==> config.mk <==
export PLATFORM = sky130hd
export DESIGN_NAME = serial_lcd_frame_queue_flat
export DESIGN_NICKNAME = d
export VERILOG_FILES = /design/src/rtl/slfq_pkg.sv /design/src/rtl/slfq_if.sv /design/src/rtl/serial_lcd_frame_queue.sv /design/src/rtl/slfq_datapath.sv /design/src/rtl/slfq_ctrl.sv /design/src/flat_wrapper.sv
export SDC_FILE = /design/constraint.sdc
export NUM_CORES = 1
export LEC_CHECK = 0
export BUFFER_PORTS_ARGS = -buffer_cell sky130_fd_sc_hd__buf_2
export CORE_UTILIZATION = 50
export DETAILED_ROUTE_END_ITERATION = 8
export PLACE_DENSITY = 0.66
export SKIP_CTS_REPAIR_TIMING = 1
export SYNTH_ARGS = -nofsm -noshare
export SYNTH_HDL_FRONTEND = slang
export SYNTH_SLANG_ARGS = --single-unit
==> constraint.sdc <==
create_clock -name clk_i -period 4.8 [get_ports clk_i]
set_input_delay 0 -clock clk_i [delete_from_list [all_inputs] [get_ports clk_i]]
set_output_delay 0 -clock clk_i [all_outputs]
set_load 0.1 [all_outputs]
==> src/rtl/slfq_pkg.sv <==
`timescale 1ns / 1ps
// ----------------------------------------------------------------------------
// slfq_pkg
// shared types, sizes and codes of the serial display frame queue
// ----------------------------------------------------------------------------
package slfq_pkg;

  localparam int unsigned QUEUE_DEPTH = 16;
  localparam int unsigned PTR_W       = $clog2(QUEUE_DEPTH);
  localparam int unsigned DATA_W      = 8;
  localparam int unsigned ENTRY_W     = DATA_W + 1;
  localparam int unsigned FRAME_BITS  = DATA_W + 2;
  localparam int unsigned POS_W       = 4;
  localparam logic [POS_W-1:0] LAST_POS = POS_W'(FRAME_BITS - 1);

  typedef enum logic {
    OP_ENQUEUE = 1'b0,
    OP_TICK    = 1'b1
  } op_e;

  typedef struct packed {
    logic enq;
    logic fetch;
    logic load;
    logic emit;
  } cmd_t;

  typedef struct packed {
    logic empty;
    logic full;
    logic last_bit;
    logic out_free;
  } status_t;

  function automatic logic [PTR_W-1:0] next_ptr(input logic [PTR_W-1:0] p);
    next_ptr = (p == PTR_W'(QUEUE_DEPTH - 1)) ? '0 : p + 1'b1;
  endfunction

endpackage

==> src/rtl/slfq_if.sv <==
`timescale 1ns / 1ps
// ----------------------------------------------------------------------------
// slfq_if
// handshake channels for queue requests and serial frame results
// ----------------------------------------------------------------------------
interface slfq_in_if;
  logic                        valid;
  logic                        ready;
  logic                        operation;
  logic [slfq_pkg::DATA_W-1:0] data_byte;
  logic                        is_command;

  modport source (output valid, output operation, output data_byte, output is_command,
                  input ready);
  modport sink   (input valid, input operation, input data_byte, input is_command,
                  output ready);
endinterface

interface slfq_out_if;
  logic                       valid;
  logic                       ready;
  logic                       serial_bit;
  logic [slfq_pkg::POS_W-1:0] bit_position;
  logic                       frame_end;
  logic                       dropped;

  modport source (output valid, output serial_bit, output bit_position, output frame_end,
                  output dropped, input ready);
  modport sink   (input valid, input serial_bit, input bit_position, input frame_end,
                  input dropped, output ready);
endinterface

==> src/rtl/serial_lcd_frame_queue.sv <==
`timescale 1ns / 1ps
// an enqueue status result is offered in the cycle after its transaction
// a tick on a non-empty queue offers its first bit after the fetch and load states,
// then one bit per cycle from the frame shift register while the sink takes them
// new requests are refused while a tick's frame is sent; an enqueue or an empty tick leaves the queue idle
// reset: pointers cleared so the queue is empty; entries are not cleared
// ----------------------------------------------------------------------------
// serial_lcd_frame_queue
// queue of tagged display bytes sent as ten-bit serial frames
// ----------------------------------------------------------------------------
module serial_lcd_frame_queue (
  input  logic     clk_i,
  input  logic     rst_ni,
  slfq_in_if.sink  in_i,
  slfq_out_if.source out_o
);

  slfq_pkg::cmd_t    cmd;
  slfq_pkg::status_t status;

  slfq_ctrl u_ctrl (
    .clk_i      (clk_i),
    .rst_ni     (rst_ni),
    .in_valid_i (in_i.valid),
    .in_ready_o (in_i.ready),
    .in_op_i    (in_i.operation),
    .status_i   (status),
    .cmd_o      (cmd)
  );

  slfq_datapath u_datapath (
    .clk_i          (clk_i),
    .rst_ni         (rst_ni),
    .cmd_i          (cmd),
    .status_o       (status),
    .data_byte_i    (in_i.data_byte),
    .is_command_i   (in_i.is_command),
    .out_valid_o    (out_o.valid),
    .out_ready_i    (out_o.ready),
    .serial_bit_o   (out_o.serial_bit),
    .bit_position_o (out_o.bit_position),
    .frame_end_o    (out_o.frame_end),
    .dropped_o      (out_o.dropped)
  );

endmodule

==> src/rtl/slfq_datapath.sv <==
`timescale 1ns / 1ps
// ----------------------------------------------------------------------------
// slfq_datapath
// ring queue storage, pointers, frame shifter and result register
// ----------------------------------------------------------------------------
module slfq_datapath (
  input  logic                          clk_i,
  input  logic                          rst_ni,
  input  slfq_pkg::cmd_t                cmd_i,
  output slfq_pkg::status_t             status_o,
  input  logic [slfq_pkg::DATA_W-1:0]   data_byte_i,
  input  logic                          is_command_i,
  output logic                          out_valid_o,
  input  logic                          out_ready_i,
  output logic                          serial_bit_o,
  output logic [slfq_pkg::POS_W-1:0]    bit_position_o,
  output logic                          frame_end_o,
  output logic                          dropped_o
);

  logic [slfq_pkg::ENTRY_W-1:0]    mem [slfq_pkg::QUEUE_DEPTH];
  logic [slfq_pkg::ENTRY_W-1:0]    rd_q;
  logic [slfq_pkg::PTR_W-1:0]      rp_q, rp_d, wp_q, wp_d;
  logic [slfq_pkg::FRAME_BITS-1:0] frame_q;
  logic [slfq_pkg::POS_W-1:0]      pos_q;
  logic [slfq_pkg::POS_W-1:0]      pos_out_q;
  logic                            out_valid_q, out_valid_d;
  logic                            bit_q, end_q, drop_q;
  logic                            full, empty, out_free, write_en;

  assign empty    = (rp_q == wp_q);
  assign full     = (slfq_pkg::next_ptr(wp_q) == rp_q);
  assign out_free = !out_valid_q || out_ready_i;
  assign write_en = cmd_i.enq && !full;

  assign status_o.empty    = empty;
  assign status_o.full     = full;
  assign status_o.last_bit = (pos_q == slfq_pkg::LAST_POS);
  assign status_o.out_free = out_free;

  always_comb begin
    wp_d = write_en ? slfq_pkg::next_ptr(wp_q) : wp_q;
    rp_d = cmd_i.load ? slfq_pkg::next_ptr(rp_q) : rp_q;
    if (cmd_i.enq || cmd_i.emit) begin
      out_valid_d = 1'b1;
    end else if (out_ready_i) begin
      out_valid_d = 1'b0;
    end else begin
      out_valid_d = out_valid_q;
    end
  end

  always_ff @(posedge clk_i or negedge rst_ni) begin
    if (!rst_ni) begin
      rp_q        <= '0;
      wp_q        <= '0;
      out_valid_q <= 1'b0;
    end else begin
      rp_q        <= rp_d;
      wp_q        <= wp_d;
      out_valid_q <= out_valid_d;
    end
  end

  // queue storage
  always_ff @(posedge clk_i) begin
    if (write_en) begin
      mem[wp_q] <= {is_command_i, data_byte_i};
    end
    if (cmd_i.fetch) begin
      rd_q <= mem[rp_q];
    end
  end

  // frame shifter and result payload
  always_ff @(posedge clk_i) begin
    if (cmd_i.load) begin
      frame_q <= {rd_q[slfq_pkg::DATA_W], 1'b0, rd_q[slfq_pkg::DATA_W-1:0]};
      pos_q   <= '0;
    end else if (cmd_i.emit) begin
      frame_q <= {frame_q[slfq_pkg::FRAME_BITS-2:0], 1'b0};
      pos_q   <= pos_q + 1'b1;
    end
    if (cmd_i.enq) begin
      bit_q     <= 1'b0;
      end_q     <= 1'b0;
      drop_q    <= full;
      pos_out_q <= '0;
    end else if (cmd_i.emit) begin
      bit_q     <= frame_q[slfq_pkg::FRAME_BITS-1];
      end_q     <= (pos_q == slfq_pkg::LAST_POS);
      drop_q    <= 1'b0;
      pos_out_q <= pos_q;
    end
  end

  assign out_valid_o    = out_valid_q;
  assign serial_bit_o   = bit_q;
  assign bit_position_o = pos_out_q;
  assign frame_end_o    = end_q;
  assign dropped_o      = drop_q;

`ifndef ASSERT_OFF
  a_full_holds_wp: assert property (@(posedge clk_i) disable iff (!rst_ni)
    (cmd_i.enq && full) |=> $stable(wp_q))
    else $error("write pointer moved on a full queue");

  a_last_bit_ends: assert property (@(posedge clk_i) disable iff (!rst_ni)
    (cmd_i.emit && pos_q == slfq_pkg::LAST_POS) |=> (out_valid_q && end_q))
    else $error("last frame bit without frame end");

  a_no_drop_in_frame: assert property (@(posedge clk_i) disable iff (!rst_ni)
    out_valid_q |-> !(end_q && drop_q))
    else $error("frame end and dropped flag together");
`endif

endmodule

==> src/rtl/slfq_ctrl.sv <==
`timescale 1ns / 1ps
// ----------------------------------------------------------------------------
// slfq_ctrl
// sequencer for enqueue, fetch and bit-by-bit frame transmission
// ----------------------------------------------------------------------------
module slfq_ctrl (
  input  logic              clk_i,
  input  logic              rst_ni,
  input  logic              in_valid_i,
  output logic              in_ready_o,
  input  logic              in_op_i,
  input  slfq_pkg::status_t status_i,
  output slfq_pkg::cmd_t    cmd_o
);

  typedef enum logic [1:0] {
    ST_IDLE,
    ST_FETCH,
    ST_FRAME
  } state_e;

  state_e state_q, state_d;
  logic   accept;

  assign in_ready_o = (state_q == ST_IDLE) && status_i.out_free;
  assign accept     = in_valid_i && in_ready_o;

  always_comb begin
    state_d = state_q;
    cmd_o   = '0;
    case (state_q)
      ST_IDLE: begin
        if (accept) begin
          if (in_op_i == slfq_pkg::OP_ENQUEUE) begin
            cmd_o.enq = 1'b1;
          end else if (!status_i.empty) begin
            cmd_o.fetch = 1'b1;
            state_d     = ST_FETCH;
          end
        end
      end
      ST_FETCH: begin
        cmd_o.load = 1'b1;
        state_d    = ST_FRAME;
      end
      ST_FRAME: begin
        if (status_i.out_free) begin
          cmd_o.emit = 1'b1;
          if (status_i.last_bit) begin
            state_d = ST_IDLE;
          end
        end
      end
      default: begin
        state_d = ST_IDLE;
      end
    endcase
  end

  always_ff @(posedge clk_i or negedge rst_ni) begin
    if (!rst_ni) begin
      state_q <= ST_IDLE;
    end else begin
      state_q <= state_d;
    end
  end

`ifndef ASSERT_OFF
  a_fetch_not_empty: assert property (@(posedge clk_i) disable iff (!rst_ni)
    cmd_o.fetch |-> !status_i.empty)
    else $error("fetch from an empty queue");

  a_fetch_then_frame: assert property (@(posedge clk_i) disable iff (!rst_ni)
    (state_q == ST_FETCH) |=> (state_q == ST_FRAME))
    else $error("fetch not followed by frame");
`endif

endmodule
==> src/flat_wrapper.sv <==
// flat-port wrapper written by rule: the top's interface ports become plain ports
module serial_lcd_frame_queue_flat 
  (clk_i, rst_ni, in_i_valid, in_i_operation, in_i_data_byte, in_i_is_command, in_i_ready, out_o_valid, out_o_serial_bit, out_o_bit_position, out_o_frame_end, out_o_dropped, out_o_ready);
  slfq_in_if in_i_i ();
  slfq_out_if out_o_i ();
  input  logic clk_i;
  input  logic rst_ni;
  input wire logic [$bits(in_i_i.valid)-1:0] in_i_valid;
  input wire logic [$bits(in_i_i.operation)-1:0] in_i_operation;
  input wire logic [$bits(in_i_i.data_byte)-1:0] in_i_data_byte;
  input wire logic [$bits(in_i_i.is_command)-1:0] in_i_is_command;
  output wire logic [$bits(in_i_i.ready)-1:0] in_i_ready;
  output wire logic [$bits(out_o_i.valid)-1:0] out_o_valid;
  output wire logic [$bits(out_o_i.serial_bit)-1:0] out_o_serial_bit;
  output wire logic [$bits(out_o_i.bit_position)-1:0] out_o_bit_position;
  output wire logic [$bits(out_o_i.frame_end)-1:0] out_o_frame_end;
  output wire logic [$bits(out_o_i.dropped)-1:0] out_o_dropped;
  input wire logic [$bits(out_o_i.ready)-1:0] out_o_ready;
  assign in_i_i.valid = in_i_valid;
  assign in_i_i.operation = in_i_operation;
  assign in_i_i.data_byte = in_i_data_byte;
  assign in_i_i.is_command = in_i_is_command;
  assign in_i_ready = in_i_i.ready;
  assign out_o_valid = out_o_i.valid;
  assign out_o_serial_bit = out_o_i.serial_bit;
  assign out_o_bit_position = out_o_i.bit_position;
  assign out_o_frame_end = out_o_i.frame_end;
  assign out_o_dropped = out_o_i.dropped;
  assign out_o_i.ready = out_o_ready;
  serial_lcd_frame_queue u_core (.clk_i(clk_i), .rst_ni(rst_ni), .in_i(in_i_i), .out_o(out_o_i));
endmodule
==> summary.md, run 1 <==
• **number of nets with antenna violations after routing** 0
• **fraction of the yosys area taken by sequential cells** 0.731
• **yosys synthesis warning count** 0
• **Syn-to-layout area delta** 12.6%
• **total global routing track utilization** 0.225
• **crit-path max FO** 18
• **sum of routed wire length over all layers** 15.5 mm
• **minimum clock period** 3.19 ns
• **First-pass DRT Iterations** 5
• **largest net degree at the start of global routing** 43
• **final number of hold-violating endpoints** 0
• **relative slew slack** 0.210
• **Post-Synth Simple-Gate Area** 0.0504
• **static leakage** 2.83 nW
• **unrepaired setup endpoints after global routing** false
• **number of antenna violations at the first check in global routing** 1
• **number of placement rows** 44
• **worst min-delay path class** input pin to flip-flop
• **fin nets** 428
• **total power divided by cell area** 598 nW/um^2
• **count of mapped cells out of synthesis** 377
• **max-slew violation count** 0
• **global-route wire length before repair** 23.0 mm
• **number of global-route vias before repair** 3578
• **critical path data arrival time** 3.27 ns
• **Period Utilization, post-route** 0.665
• **slew at the pin with the worst max-slew slack** 1.18 ns
• **weighted congestion at the end of routability-driven global placement** 0.817
• **Die Span Y** 123 um
• **horizontal extent of the die** 123 um
• **Vias** 3640
• **starting utilization of the core area** 0.510
• **top library cells by usage in the layout, fill and taps aside** sky130_fd_sc_hd__edfxtp_1 (163), sky130_fd_sc_hd__mux4_2 (45), sky130_fd_sc_hd__nand2_1 (24), sky130_fd_sc_hd__buf_2 (22), sky130_fd_sc_hd__clkbuf_16 (17)
• **number of primary I/O pins** 23
• **adder-cell area share of the yosys netlist** 0.0136
• **final global-route overflow total** 0
• **placed cell area** 7650 sq um
• **count of buffers inserted at the top-level ports** 22
• **startpoint class of the critical path** flip-flop
• **worst setup slack after layout** 1.61 ns
• **count of max-cap constraint violations** 0
• **count of flip-flops with a built-in enable after synthesis** 163
• **mux share of post-synthesis cell area** 0.143
• **fraction of layout instances using a drive strength above 1** 0.270
• **DR vias/cell** 6.04
• **fraction of power consumed by the clock network** 0.293
• **area inside the core boundary** 14500 sq um
• **setup TNS** 0 ns
• **largest cells by area after synthesis** sky130_fd_sc_hd__edfxtp_1 (66%), sky130_fd_sc_hd__mux4_2 (14%), sky130_fd_sc_hd__dfrtp_1 (3.7%), sky130_fd_sc_hd__dfxtp_1 (3.0%), sky130_fd_sc_hd__ha_1 (1.4%)
• **fraction of synthesized cell area in xor and xnor cells** 0.0141
• **residual DRC count** 0
• **average routed wire per standard cell** 25.7 um
• **Setup violations, final** 0
• **Longest Clk Path Bufs** 2
• **non-filler cells in the finished layout** 603
• **largest family of logic cells by synthesized area** multiplexers
• **cell total after placement** 567
• **Internal Power** 0.00335 W
• **Starting DRT DRC Count** 402
• **result of the run** finished, final reports clean
• **fraction of registers with async set or reset after synthesis** 0.0595
• **leading cell type in the layout, fill and taps excluded** sky130_fd_sc_hd__edfxtp_1
• **Antenna diodes** 0
• **WP data required** 4.87 ns
• **proportion of netlist area held by the largest area contributor** 0.663
• **CTS tree** built
• **Clock Sink Count** 185
• **number of nets in the synthesized netlist** 399
• **Post-Synthesis Cell Area** 7380 sq um
• **smallest hold slack** 0.00674 ns
• **share of power burned in combinational logic** 0.287
• **Cell variety after synth** 43
• **post-detailed-placement half-perimeter wirelength** 10.0 mm
• **post-placement worst setup slack** 1.67 ns
• **Clock Pin Slew Worst Setup and Hold Paths** 0.07 ns
• **Most used DFF post-synth** sky130_fd_sc_hd__edfxtp_1
• **post-route cell area** 8310 sq um
• **Max rail drop VDD** 0.335 mV
• **endpoint kind of the worst setup timing path** flip-flop
• **insertion delay to the later sink of the worst-skew pair** 0.43 ns
• **htree depth** 4
• **TritonCTS buffer count** 17
• **FMAX** 0.313 GHz
• **Seq cells post-synth** 185
• **switching pwr** 0.00162 W
• **complex-gate fraction of the synthesized area** 0.0307
• **CTS root buf** sky130_fd_sc_hd__clkbuf_16
• **Die Outline Area** 15200 sq um
• **final clock skew** 0.0127 ns
• **largest area contributor in the synthesized netlist** sky130_fd_sc_hd__edfxtp_1
• **part of the total power dissipated in sequential elements** 0.420
• **switching share of total power** 0.325
• **kind of critical path** flip-flop to flip-flop
• **Post-Syn Area per Cell** 19.6 sq um
==> sequential cells by signal, summed over array words and instances (netlist names), 2 cells and up <==
register and cells:
u_core.u_datapath.rd_q 9, u_core.u_ctrl.state_q 2, u_core.u_datapath.pos_q 4, u_core.u_datapath.rp_q 4, u_core.u_datapath.bit_position_o 4, u_core.u_datapath.wp_q 4
u_core.u_datapath.frame_q 10, u_core.u_datapath.mem 144
==> per-stage QoR <==
| stage | util | power (W) |
|---|---|---|
| finish | 0.574 | 0.00497 |
| global route | 0.574 | 0.00517 |
| CTS | 0.571 | 0.00499 |
| detailed placement | 0.528 | 0.00355 |
| global placement | 0.528 | 0.00352 |
| floorplan | - | 0.00320 |
==> power groups by stage <==
stage | registers [W] | clock network, W | logic (W)
finish | 0.00209 | 0.00146 | 0.00142
global route | 0.00211 | 0.00154 | 0.00151
CTS | 0.00209 | 0.00148 | 0.00143
detailed placement | 0.00212 | 0 | 0.00143
global placement | 0.00211 | 0 | 0.00141
floorplan | 0.00225 | 0 | 0.000942
==> path summary, 6_finish.rpt <==
| kind | from | endpoint | slack, ns | cells after the start |
|---|---|---|---|---|
| worst max-delay path | u_core.u_datapath.wp_q[0] | u_core.u_datapath.mem[13][4] | 1.61 | 6 |
| worst max register to register | u_core.u_datapath.wp_q[0] | u_core.u_datapath.mem[13][4] | 1.61 | 6 |
| max in group asynchronous | rst_ni | u_core.u_ctrl.state_q[1] | 3.36 | 4 |
| worst min-delay path | in_i_data_byte[7] | u_core.u_datapath.mem[9][7] | 0.007 | 1 |
| worst min register to register | u_core.u_datapath.serial_bit_o | u_core.u_datapath.serial_bit_o | 0.45 | 2 |
| min in group asynchronous | rst_ni | u_core.u_datapath.wp_q[3] | 0.53 | 3 |
==> worst max-delay path: stages (launching register included) <==
cell,delay (ns)
sky130_fd_sc_hd__dfrtp_1,0.55
sky130_fd_sc_hd__ha_1,0.38
sky130_fd_sc_hd__nor2b_1,0.12
sky130_fd_sc_hd__a2111oi_2,0.41
sky130_fd_sc_hd__nor4b_2,0.13
sky130_fd_sc_hd__nor2b_2,0.72
sky130_fd_sc_hd__and3_1,0.55
==> layer usage <==
layer,up-vias,global-route usage,wire (um)
met3,20,0.0613,1070
met4,0,0.0866,372
met5,-,0,0
li1,1577,-,-
met2,184,0.337,7280
met1,1859,0.316,6760
==> cells by family after synthesis <==
family / Yosys count
adder cells (fa/ha/maj): 8
flip-flops: 185
AND/OR/NAND/NOR: 68
XOR/XNOR: 11
multiplexers: 48
buffers and inverters: 27
AO/OA/AOI/OAI: 30
==> synth_stat cells (2+ instances only) <==
| cell | n |
|---|---|
| sky130_fd_sc_hd__xor2_1 | 4 |
| sky130_fd_sc_hd__and2b_1 | 2 |
| sky130_fd_sc_hd__ha_1 | 8 |
| sky130_fd_sc_hd__and2_1 | 4 |
| sky130_fd_sc_hd__a21o_1 | 2 |
| sky130_fd_sc_hd__buf_2 | 7 |
| sky130_fd_sc_hd__dfxtp_1 | 11 |
| sky130_fd_sc_hd__nor2b_1 | 3 |
| sky130_fd_sc_hd__a21oi_1 | 7 |
| sky130_fd_sc_hd__dfrtp_1 | 11 |
| sky130_fd_sc_hd__a41oi_1 | 2 |
| sky130_fd_sc_hd__clkbuf_1 | 9 |
| sky130_fd_sc_hd__xnor2_1 | 6 |
| sky130_fd_sc_hd__and3_1 | 15 |
| sky130_fd_sc_hd__a211oi_1 | 3 |
| sky130_fd_sc_hd__nand4_1 | 2 |
| sky130_fd_sc_hd__a22o_1 | 8 |
| sky130_fd_sc_hd__nor3_1 | 2 |
| sky130_fd_sc_hd__mux2_4 | 2 |
| sky130_fd_sc_hd__mux4_2 | 45 |
| sky130_fd_sc_hd__nor2_1 | 8 |
| sky130_fd_sc_hd__inv_1 | 7 |
| sky130_fd_sc_hd__o21ai_0 | 4 |
| sky130_fd_sc_hd__edfxtp_1 | 163 |
| sky130_fd_sc_hd__nand2_1 | 24 |
==> final cells by class <==
class,instances,area [sq um]
repair buffers,30,180
fillers,1072,6170
flip-flops and latches,185,5390
clock inverters,14,190
multi-input cells,165,1860
inverters,7,26.3
clock buffers,18,429
well taps,184,230
No activity file was read; power rests on OpenSTA's default activity.
==> inputs of run 2 (changes only) <==
--- a/config.mk
+++ b/config.mk
@@ -5,10 +5,11 @@
 export SDC_FILE = /design/constraint.sdc
 export NUM_CORES = 1
 export LEC_CHECK = 0
+export ABC_AREA = 1
 export BUFFER_PORTS_ARGS = -buffer_cell sky130_fd_sc_hd__buf_2
 export CORE_UTILIZATION = 50
 export DETAILED_ROUTE_END_ITERATION = 8
-export PLACE_DENSITY = 0.66
+export PLACE_DENSITY = 0.69
 export SKIP_CTS_REPAIR_TIMING = 1
 export SYNTH_ARGS = -nofsm -noshare
 export SYNTH_HDL_FRONTEND = slang
==> constraint.sdc (replaced) <==
create_clock -name clk_i -period 2.9 [get_ports clk_i]
set_input_delay 0 -clock clk_i [delete_from_list [all_inputs] [get_ports clk_i]]
set_output_delay 0 -clock clk_i [all_outputs]
set_load 0.1 [all_outputs]
==> summary.md, run 2 <==
• **critical path data arrival time** 2.65 ns, was 3.27 ns
• **Die Span Y** 126 um, was 123 um
• **TritonCTS buffer count** 17, unchanged
• **number of placement rows** 44, unchanged
• **starting utilization of the core area** 0.520, was 0.510
• **number of antenna violations at the first check in global routing** 0, was 1
• **Syn-to-layout area delta** 11.3%, was 12.6%
• **count of buffers inserted at the top-level ports** 22, unchanged
• **CP max-delay cell** sky130_fd_sc_hd__nor2_1, was sky130_fd_sc_hd__nor2b_2
• **Clock Sink Count** 185, unchanged
• **top cells by instance count after synthesis** sky130_fd_sc_hd__edfxtp_1 (163), sky130_fd_sc_hd__nor2_1 (139), sky130_fd_sc_hd__o21ai_0 (64), sky130_fd_sc_hd__nand2_1 (58), sky130_fd_sc_hd__o211ai_1 (36), was sky130_fd_sc_hd__edfxtp_1 (163), sky130_fd_sc_hd__mux4_2 (45), sky130_fd_sc_hd__nand2_1 (24), sky130_fd_sc_hd__and3_1 (15)
• **crit-path max FO** 10, was 18
• **residual DRC count** 3, was 0
• **FMAX** 0.386 GHz, was 0.313 GHz
• **worst min-delay path class** input pin to asynchronous set/reset pin, was input pin to flip-flop
• **Largest Register** u_core.u_datapath.mem, unchanged
• **Seq cells post-synth** 185, unchanged
• **Antenna diodes** 0, unchanged
• **count of max-cap constraint violations** 0, unchanged
• **horizontal extent of the die** 126 um, was 123 um
• **fin nets** 682, was 428
• **count of flip-flops with a built-in enable after synthesis** 163, unchanged
• **number of global-route vias before repair** 4933, was 3578
• **largest area contributor in the synthesized netlist** sky130_fd_sc_hd__edfxtp_1, unchanged
• **endpoint kind of the worst setup timing path** flip-flop, unchanged
• **WP data required** 2.96 ns, was 4.87 ns
• **worst setup slack after layout** 0.309 ns, was 1.61 ns
• **total global routing track utilization** 0.233, was 0.225
• **proportion of netlist area held by the largest area contributor** 0.641, was 0.663
• **final clock skew** 0.00788 ns, was 0.0127 ns
• **violated checks** design-rule violations, negative hold slack
• **slew at the pin with the worst max-slew slack** 0.796 ns, was 1.18 ns
• **average routed wire per standard cell** 20.0 um, was 25.7 um
• **Period Utilization, post-route** 0.893, was 0.665
• **global-route wire length before repair** 26.8 mm, was 23.0 mm
• **Longest Clk Path Bufs** 2, unchanged
• **dominant cell by count in the synthesized netlist** sky130_fd_sc_hd__edfxtp_1, unchanged
• **First-pass DRT Iterations** 7, was 5
• **smallest hold slack** -0.0303 ns, was 0.00674 ns
• **final global-route overflow total** 0, unchanged
• **non-filler cells in the finished layout** 857, was 603
• **Clock Pin Slew Worst Setup and Hold Paths** 0.07 ns, about the same
• **Cell variety after synth** 30, was 43
• **startpoint class of the critical path** flip-flop, unchanged
• **area inside the core boundary** 14700 sq um, was 14500 sq um
• **result of the run** finished, violations left, was finished, final reports clean
• **fraction of the yosys area taken by sequential cells** 0.706, was 0.731
• **number of nets with antenna violations after routing** 0, unchanged
• **unrepaired setup endpoints after global routing** false, unchanged
• **Most used DFF post-synth** sky130_fd_sc_hd__edfxtp_1, unchanged
• **fraction of registers with async set or reset after synthesis** 0.0595, unchanged
• **weighted congestion at the end of routability-driven global placement** 0.902, was 0.817
• **Setup violations, final** 0, unchanged
• **minimum clock period** 2.59 ns, was 3.19 ns
• **Worst Reg-to-Reg Cells** 8, was 6
• **top library cells by usage in the layout, fill and taps aside** sky130_fd_sc_hd__edfxtp_1 (163), sky130_fd_sc_hd__nor2_1 (139), sky130_fd_sc_hd__o21ai_0 (64), sky130_fd_sc_hd__nand2_1 (58), sky130_fd_sc_hd__o211ai_1 (36), was sky130_fd_sc_hd__edfxtp_1 (163), sky130_fd_sc_hd__mux4_2 (45), sky130_fd_sc_hd__nand2_1 (24), sky130_fd_sc_hd__buf_2 (22), sky130_fd_sc_hd__clkbuf_16 (17)
• **biggest registers after layout** u_core.u_datapath.mem (144), u_core.u_datapath.frame_q (10), u_core.u_datapath.rd_q (9), unchanged
• **Post-Syn Area per Cell** 11.9 sq um, was 19.6 sq um
• **count of mapped cells out of synthesis** 640, was 377
• **DR vias/cell** 5.82, was 6.04
• **Post-Synthesis Cell Area** 7640 sq um, was 7380 sq um
• **largest cells by area after synthesis** sky130_fd_sc_hd__edfxtp_1 (64%), sky130_fd_sc_hd__nor2_1 (6.8%), sky130_fd_sc_hd__o21ai_0 (4.2%), sky130_fd_sc_hd__dfrtp_1 (3.6%), sky130_fd_sc_hd__o211ai_1 (3.5%), was sky130_fd_sc_hd__edfxtp_1 (66%), sky130_fd_sc_hd__mux4_2 (14%), sky130_fd_sc_hd__dfrtp_1 (3.7%), sky130_fd_sc_hd__dfxtp_1 (3.0%), sky130_fd_sc_hd__ha_1 (1.4%)
• **post-detailed-placement half-perimeter wirelength** 10.8 mm, was 10.0 mm
• **relative slew slack** 0.467, was 0.210
• **cell total after placement** 821, was 567
• **htree depth** 4, unchanged
• **largest net degree at the start of global routing** 77, was 43
• **kind of critical path** flip-flop to flip-flop, unchanged
• **number of primary I/O pins** 23, unchanged
• **final number of hold-violating endpoints** 11, was 0
• **Max rail drop VDD** 0.449 mV, was 0.335 mV
• **static leakage** 3.02 nW, was 2.83 nW
• **post-placement worst setup slack** 0.347 ns, was 1.67 ns
• **slowest stage delay, CP** 0.64 ns, was 0.72 ns
• **CTS root buf** sky130_fd_sc_hd__clkbuf_16, unchanged
• **number of nets in the synthesized netlist** 662, was 399
• **leading cell type in the layout, fill and taps excluded** sky130_fd_sc_hd__edfxtp_1, unchanged
• **Starting DRT DRC Count** 502, was 402
• **Die Outline Area** 15800 sq um, was 15200 sq um
• **total power divided by cell area** 1000 nW/um^2, was 598 nW/um^2
• **max-slew violation count** 0, unchanged
• **CTS tree** built, unchanged
• **sum of routed wire length over all layers** 17.1 mm, was 15.5 mm
• **insertion delay to the later sink of the worst-skew pair** 0.43 ns, about the same
• **chain of cells forming the critical path** inv_1 > ha_1 > xnor2_1 > nand2_1 > nor2_2 > nand3_4 > nand3_1 > nor2_1, was ha_1 > nor2b_1 > a2111oi_2 > nor4b_2 > nor2b_2 > and3_1
• **Util after Layout** 0.578, was 0.574
• **Vias** 4992, was 3640
• **fillcell total** 1168, was 1072
• **yosys synthesis warning count** 0, unchanged
• **max reg flops** 144, unchanged
• **fraction of layout instances using a drive strength above 1** 0.110, was 0.270
run 2: power by group:
group          internal, W  total (W)  switching [W]
clock              0.00136    0.00234       0.000986
sequential         0.00324    0.00340       0.000160
combinational     0.000733    0.00277        0.00204
total              0.00533    0.00851        0.00318
run 2: cell families after synthesis:
family	Yosys count	synth area share
flip-flops	185	0.706
XOR/XNOR	3	0.00344
adder cells (fa/ha/maj)	8	0.0131
AND/OR/NAND/NOR	243	0.133
buffers and inverters	67	0.0416
AO/OA/AOI/OAI	134	0.104
run 2: path summary, 6_finish.rpt:
kind | startpoint | endpoint | slack [ns]
max in group asynchronous | rst_ni | u_core.u_datapath.rp_q[1] | 2.69
worst min register to register | u_core.u_datapath.bit_position_o[0] | u_core.u_datapath.bit_position_o[0] | 0.46
worst min-delay path | rst_ni | u_core.u_datapath.out_valid_o | -0.03
worst max register to register | u_core.u_datapath.wp_q[0] | u_core.u_datapath.mem[11][2] | 0.31
worst max-delay path | u_core.u_datapath.wp_q[0] | u_core.u_datapath.mem[11][2] | 0.31
min in group clk_i | in_i_data_byte[5] | u_core.u_datapath.mem[9][5] | 0
run 2: final cells by class:
type                       instances  area, sq um  area share
sequential                       185         5390       0.634
multi-input combinational        388         1940       0.228
clock buffer                      17          425      0.0501
tap                              184          230      0.0271
timing repair buffer              36          225      0.0265
clock inverter                    15          170      0.0200
inverter                          32          120      0.0141
run 2: critical path: cells and delay by family (launching register included):
kind | cells | cell delay (ns)
AND/OR/NAND/NOR | 5 | 1.11
flip-flops | 1 | 0.48
buffers and inverters | 1 | 0.14
XOR/XNOR | 1 | 0.13
adder cells (fa/ha/maj) | 1 | 0.35
run 2: routing by layer:
layer / wire, um / global-route usage / vias to the layer above
met3: 1310 / 0.0526 / 32
met2: 8430 / 0.386 / 247
met1: 7000 / 0.295 / 2402
met5: 0 / 0 / -
met4: 391 / 0.0990 / 0
li1: - / - / 2311
run 2: stage by stage:
step | power, W | area [sq um] | TNS (ns)
5_1_grt | 0.00893 | 8500 | 0
3_3_place_gp | 0.00614 | 7860 | 0
4_1_cts | 0.00852 | 8460 | 0
3_5_place_dp | 0.00618 | 7860 | 0
6_report | 0.00851 | 8500 | 0
2_1_floorplan | 0.00550 | 7640 | -0.151
==> inputs of run 3 (changes only) <==
--- a/config.mk
+++ b/config.mk
@@ -13,4 +13,5 @@
 export SKIP_CTS_REPAIR_TIMING = 1
 export SYNTH_ARGS = -nofsm -noshare
 export SYNTH_HDL_FRONTEND = slang
+export SYNTH_HIERARCHICAL = 1
 export SYNTH_SLANG_ARGS = --single-unit
==> summary.md, run 3 <==
• **final number of hold-violating endpoints** 0, was 11
• **starting utilization of the core area** 0.512, was 0.520
• **Post-Syn Area per Cell** 11.6 sq um, was 11.9 sq um
• **residual DRC count** 0, was 3
• **Max rail drop VDD** 0.500 mV, was 0.449 mV
• **number of placement rows** 45, was 44
• **crit-path max FO** 20, was 10
• **slew at the pin with the worst max-slew slack** 0.716 ns, was 0.796 ns
• **worst min-delay path class** input pin to asynchronous set/reset pin, unchanged
• **Post-Synthesis Cell Area** 7760 sq um, was 7640 sq um
• **total global routing track utilization** 0.233, about the same
• **result of the run** finished, final reports clean, was finished, violations left
• **Clock Pin Slew Worst Setup and Hold Paths** 0.07 ns, about the same
• **Setup violations, final** 0, unchanged
• **max reg flops** 144, unchanged
• **total power divided by cell area** 959 nW/um^2, was 1000 nW/um^2
• **number of nets with antenna violations after routing** 0, unchanged
• **startpoint class of the critical path** flip-flop, unchanged
• **post-detailed-placement half-perimeter wirelength** 11.1 mm, was 10.8 mm
• **max-slew violation count** 0, unchanged
• **insertion delay to the later sink of the worst-skew pair** 0.44 ns, was 0.43 ns
• **FMAX** 0.392 GHz, was 0.386 GHz
• **switching pwr** 0.00306 W, was 0.00318 W
• **Longest Clk Path Bufs** 2, unchanged
• **Antenna diodes** 0, unchanged
• **largest net degree at the start of global routing** 68, was 77
• **start point of the critical path** u_core/u_datapath/wp_q[0], was u_core.u_datapath.wp_q[0]
• **DR vias/cell** 5.80, was 5.82
• **critical path data arrival time** 2.62 ns, was 2.65 ns
• **smallest hold slack** 0.00234 ns, was -0.0303 ns
• **setup TNS** 0 ns, unchanged
• **Largest Register** u_core/u_datapath/mem, was u_core.u_datapath.mem
• **fraction of power consumed by the clock network** 0.283, was 0.275
• **yosys synthesis warning count** 6, was 0
• **Starting DRT DRC Count** 533, was 502
• **number of global-route vias before repair** 4867, was 4933
• **r2r startpoint** u_core/u_datapath/wp_q[0], was u_core.u_datapath.wp_q[0]
• **count of mapped cells out of synthesis** 667, was 640
• **WP data required** 2.97 ns, was 2.96 ns
• **static leakage** 3.04 nW, was 3.02 nW
• **final clock skew** 0.0116 ns, was 0.00788 ns
• **Syn-to-layout area delta** 10.5%, was 11.3%
• **total power** 0.00822 W, was 0.00851 W
• **Die Outline Area** 16000 sq um, was 15800 sq um
• **count of max-cap constraint violations** 0, unchanged
• **unrepaired setup endpoints after global routing** false, unchanged
• **global-route wire length before repair** 27.4 mm, was 26.8 mm
• **chain of cells forming the critical path** inv_1 > ha_1 > xnor2_1 > nand3_1 > nor2_2 > nand2_4 > nand2_4 > nor2_1, was inv_1 > ha_1 > xnor2_1 > nand2_1 > nor2_2 > nand3_4 > nand3_1 > nor2_1
• **Die Span Y** 127 um, was 126 um
• **part of the total power dissipated in sequential elements** 0.416, was 0.399
• **relative slew slack** 0.521, was 0.467
• **top library cells by usage in the layout, fill and taps aside** sky130_fd_sc_hd__edfxtp_1 (163), sky130_fd_sc_hd__nor2_1 (111), sky130_fd_sc_hd__o21ai_0 (84), sky130_fd_sc_hd__nand2_1 (81), sky130_fd_sc_hd__nand3_1 (42), was sky130_fd_sc_hd__edfxtp_1 (163), sky130_fd_sc_hd__nor2_1 (139), sky130_fd_sc_hd__o21ai_0 (64), sky130_fd_sc_hd__nand2_1 (58), sky130_fd_sc_hd__o211ai_1 (36)
• **Period Utilization, post-route** 0.880, was 0.893
• **sum of routed wire length over all layers** 17.4 mm, was 17.1 mm
• **Vias** 5092, was 4992
• **count of buffers inserted at the top-level ports** 22, unchanged
• **share of power burned in combinational logic** 0.300, was 0.325
• **number of antenna violations at the first check in global routing** 0, unchanged
• **weighted congestion at the end of routability-driven global placement** 0.895, was 0.902
• **most frequent cell on the critical path** sky130_fd_sc_hd__nand2_4
• **fin nets** 699, was 682
• **number of primary I/O pins** 23, unchanged
• **slowest stage delay, CP** 0.63 ns, was 0.64 ns
• **horizontal extent of the die** 127 um, was 126 um
• **CTS root buf** sky130_fd_sc_hd__clkbuf_16, unchanged
• **htree depth** 4, unchanged
• **minimum clock period** 2.55 ns, was 2.59 ns
• **kind of critical path** flip-flop to flip-flop, unchanged
• **Internal Power** 0.00517 W, was 0.00533 W
• **endpoint kind of the worst setup timing path** flip-flop, unchanged
• **biggest registers after layout** u_core/u_datapath/mem (144), u_core/u_datapath/frame_q (10), u_core/u_datapath/rd_q (9), was u_core.u_datapath.mem (144), u_core.u_datapath.frame_q (10), u_core.u_datapath.rd_q (9)
• **average routed wire per standard cell** 19.8 um, was 20.0 um
• **switching share of total power** 0.372, was 0.374
• **TritonCTS buffer count** 17, unchanged
• **area inside the core boundary** 15100 sq um, was 14700 sq um
• **Clock Sink Count** 185, unchanged
• **CTS tree** built, unchanged
• **number of nets in the synthesized netlist** 689, was 662
• **First-pass DRT Iterations** 5, was 7
• **fraction of layout instances using a drive strength above 1** 0.125, was 0.110
• **final global-route overflow total** 0, unchanged
• **CP max-delay cell** sky130_fd_sc_hd__nor2_1, unchanged
• **leading cell type in the layout, fill and taps excluded** sky130_fd_sc_hd__edfxtp_1, unchanged
run 3: worst paths after layout:
path	end	slack, ns	cells past startpoint
worst max-delay path	u_core/u_datapath/mem[0][3]	0.35	8
worst min register to register	u_core/u_datapath/serial_bit_o	0.45	2
min in group clk_i	u_core/u_datapath/mem[7][8]	0.02	1
worst min-delay path	u_core/u_datapath/wp_q[3]	0.002	2
worst max register to register	u_core/u_datapath/mem[0][3]	0.35	8
max in group asynchronous	u_core/u_datapath/rp_q[1]	2.63	2
run 3: critical path, delay by kind of cell (launching register included):
kind,cells,cell delay (ns)
DFF,1,0.47
adders and majority gates,1,0.34
buffers and inverters,1,0.13
xor gates and xnor gates,1,0.14
and+or+nand+nor,5,1.08
run 3: metal layers:
metal,wire length (um),global-route usage,vias up
li1,-,-,2354
met1,7650,0.324,2466
met2,7990,0.353,239
met3,1260,0.0493,33
met4,505,0.111,0
met5,0,0,-
run 3: area by class of cell:
type                            count  area [sq um]
Sequential cell                   185          5390
Clock buffer                       22           497
Timing Repair Buffer               35           218
Multi-Input combinational cell    403          2000
Fill cell                        1260          6570
Clock inverter                     10           103
Tap cell                          188           235
Inverter                           35           131
run 3: power groups by stage:
stage                     Combinational [W]  Sequential (W)  Clock (W)
after global placement              0.00241         0.00347          0
final                               0.00247         0.00343    0.00233
after floorplan                     0.00162         0.00368          0
after global routing                0.00270         0.00345    0.00246
after CTS                           0.00244         0.00342    0.00236
after detailed placement            0.00243         0.00347          0
run 3: through the flow:
| stage | instances | cell area, sq um | worst slack, ns | util |
|---|---|---|---|---|
| 4_1_cts | 874 | 8530 | 0.367 | 0.563 |
| 3_3_place_gp | 842 | 7930 | 0.475 | 0.524 |
| 5_1_grt | 878 | 8570 | 0.204 | 0.566 |
| 6_report | 878 | 8570 | 0.348 | 0.566 |
| 3_5_place_dp | 842 | 7930 | 0.377 | 0.524 |
| 2_1_floorplan | 667 | 7760 | 0.547 | - |
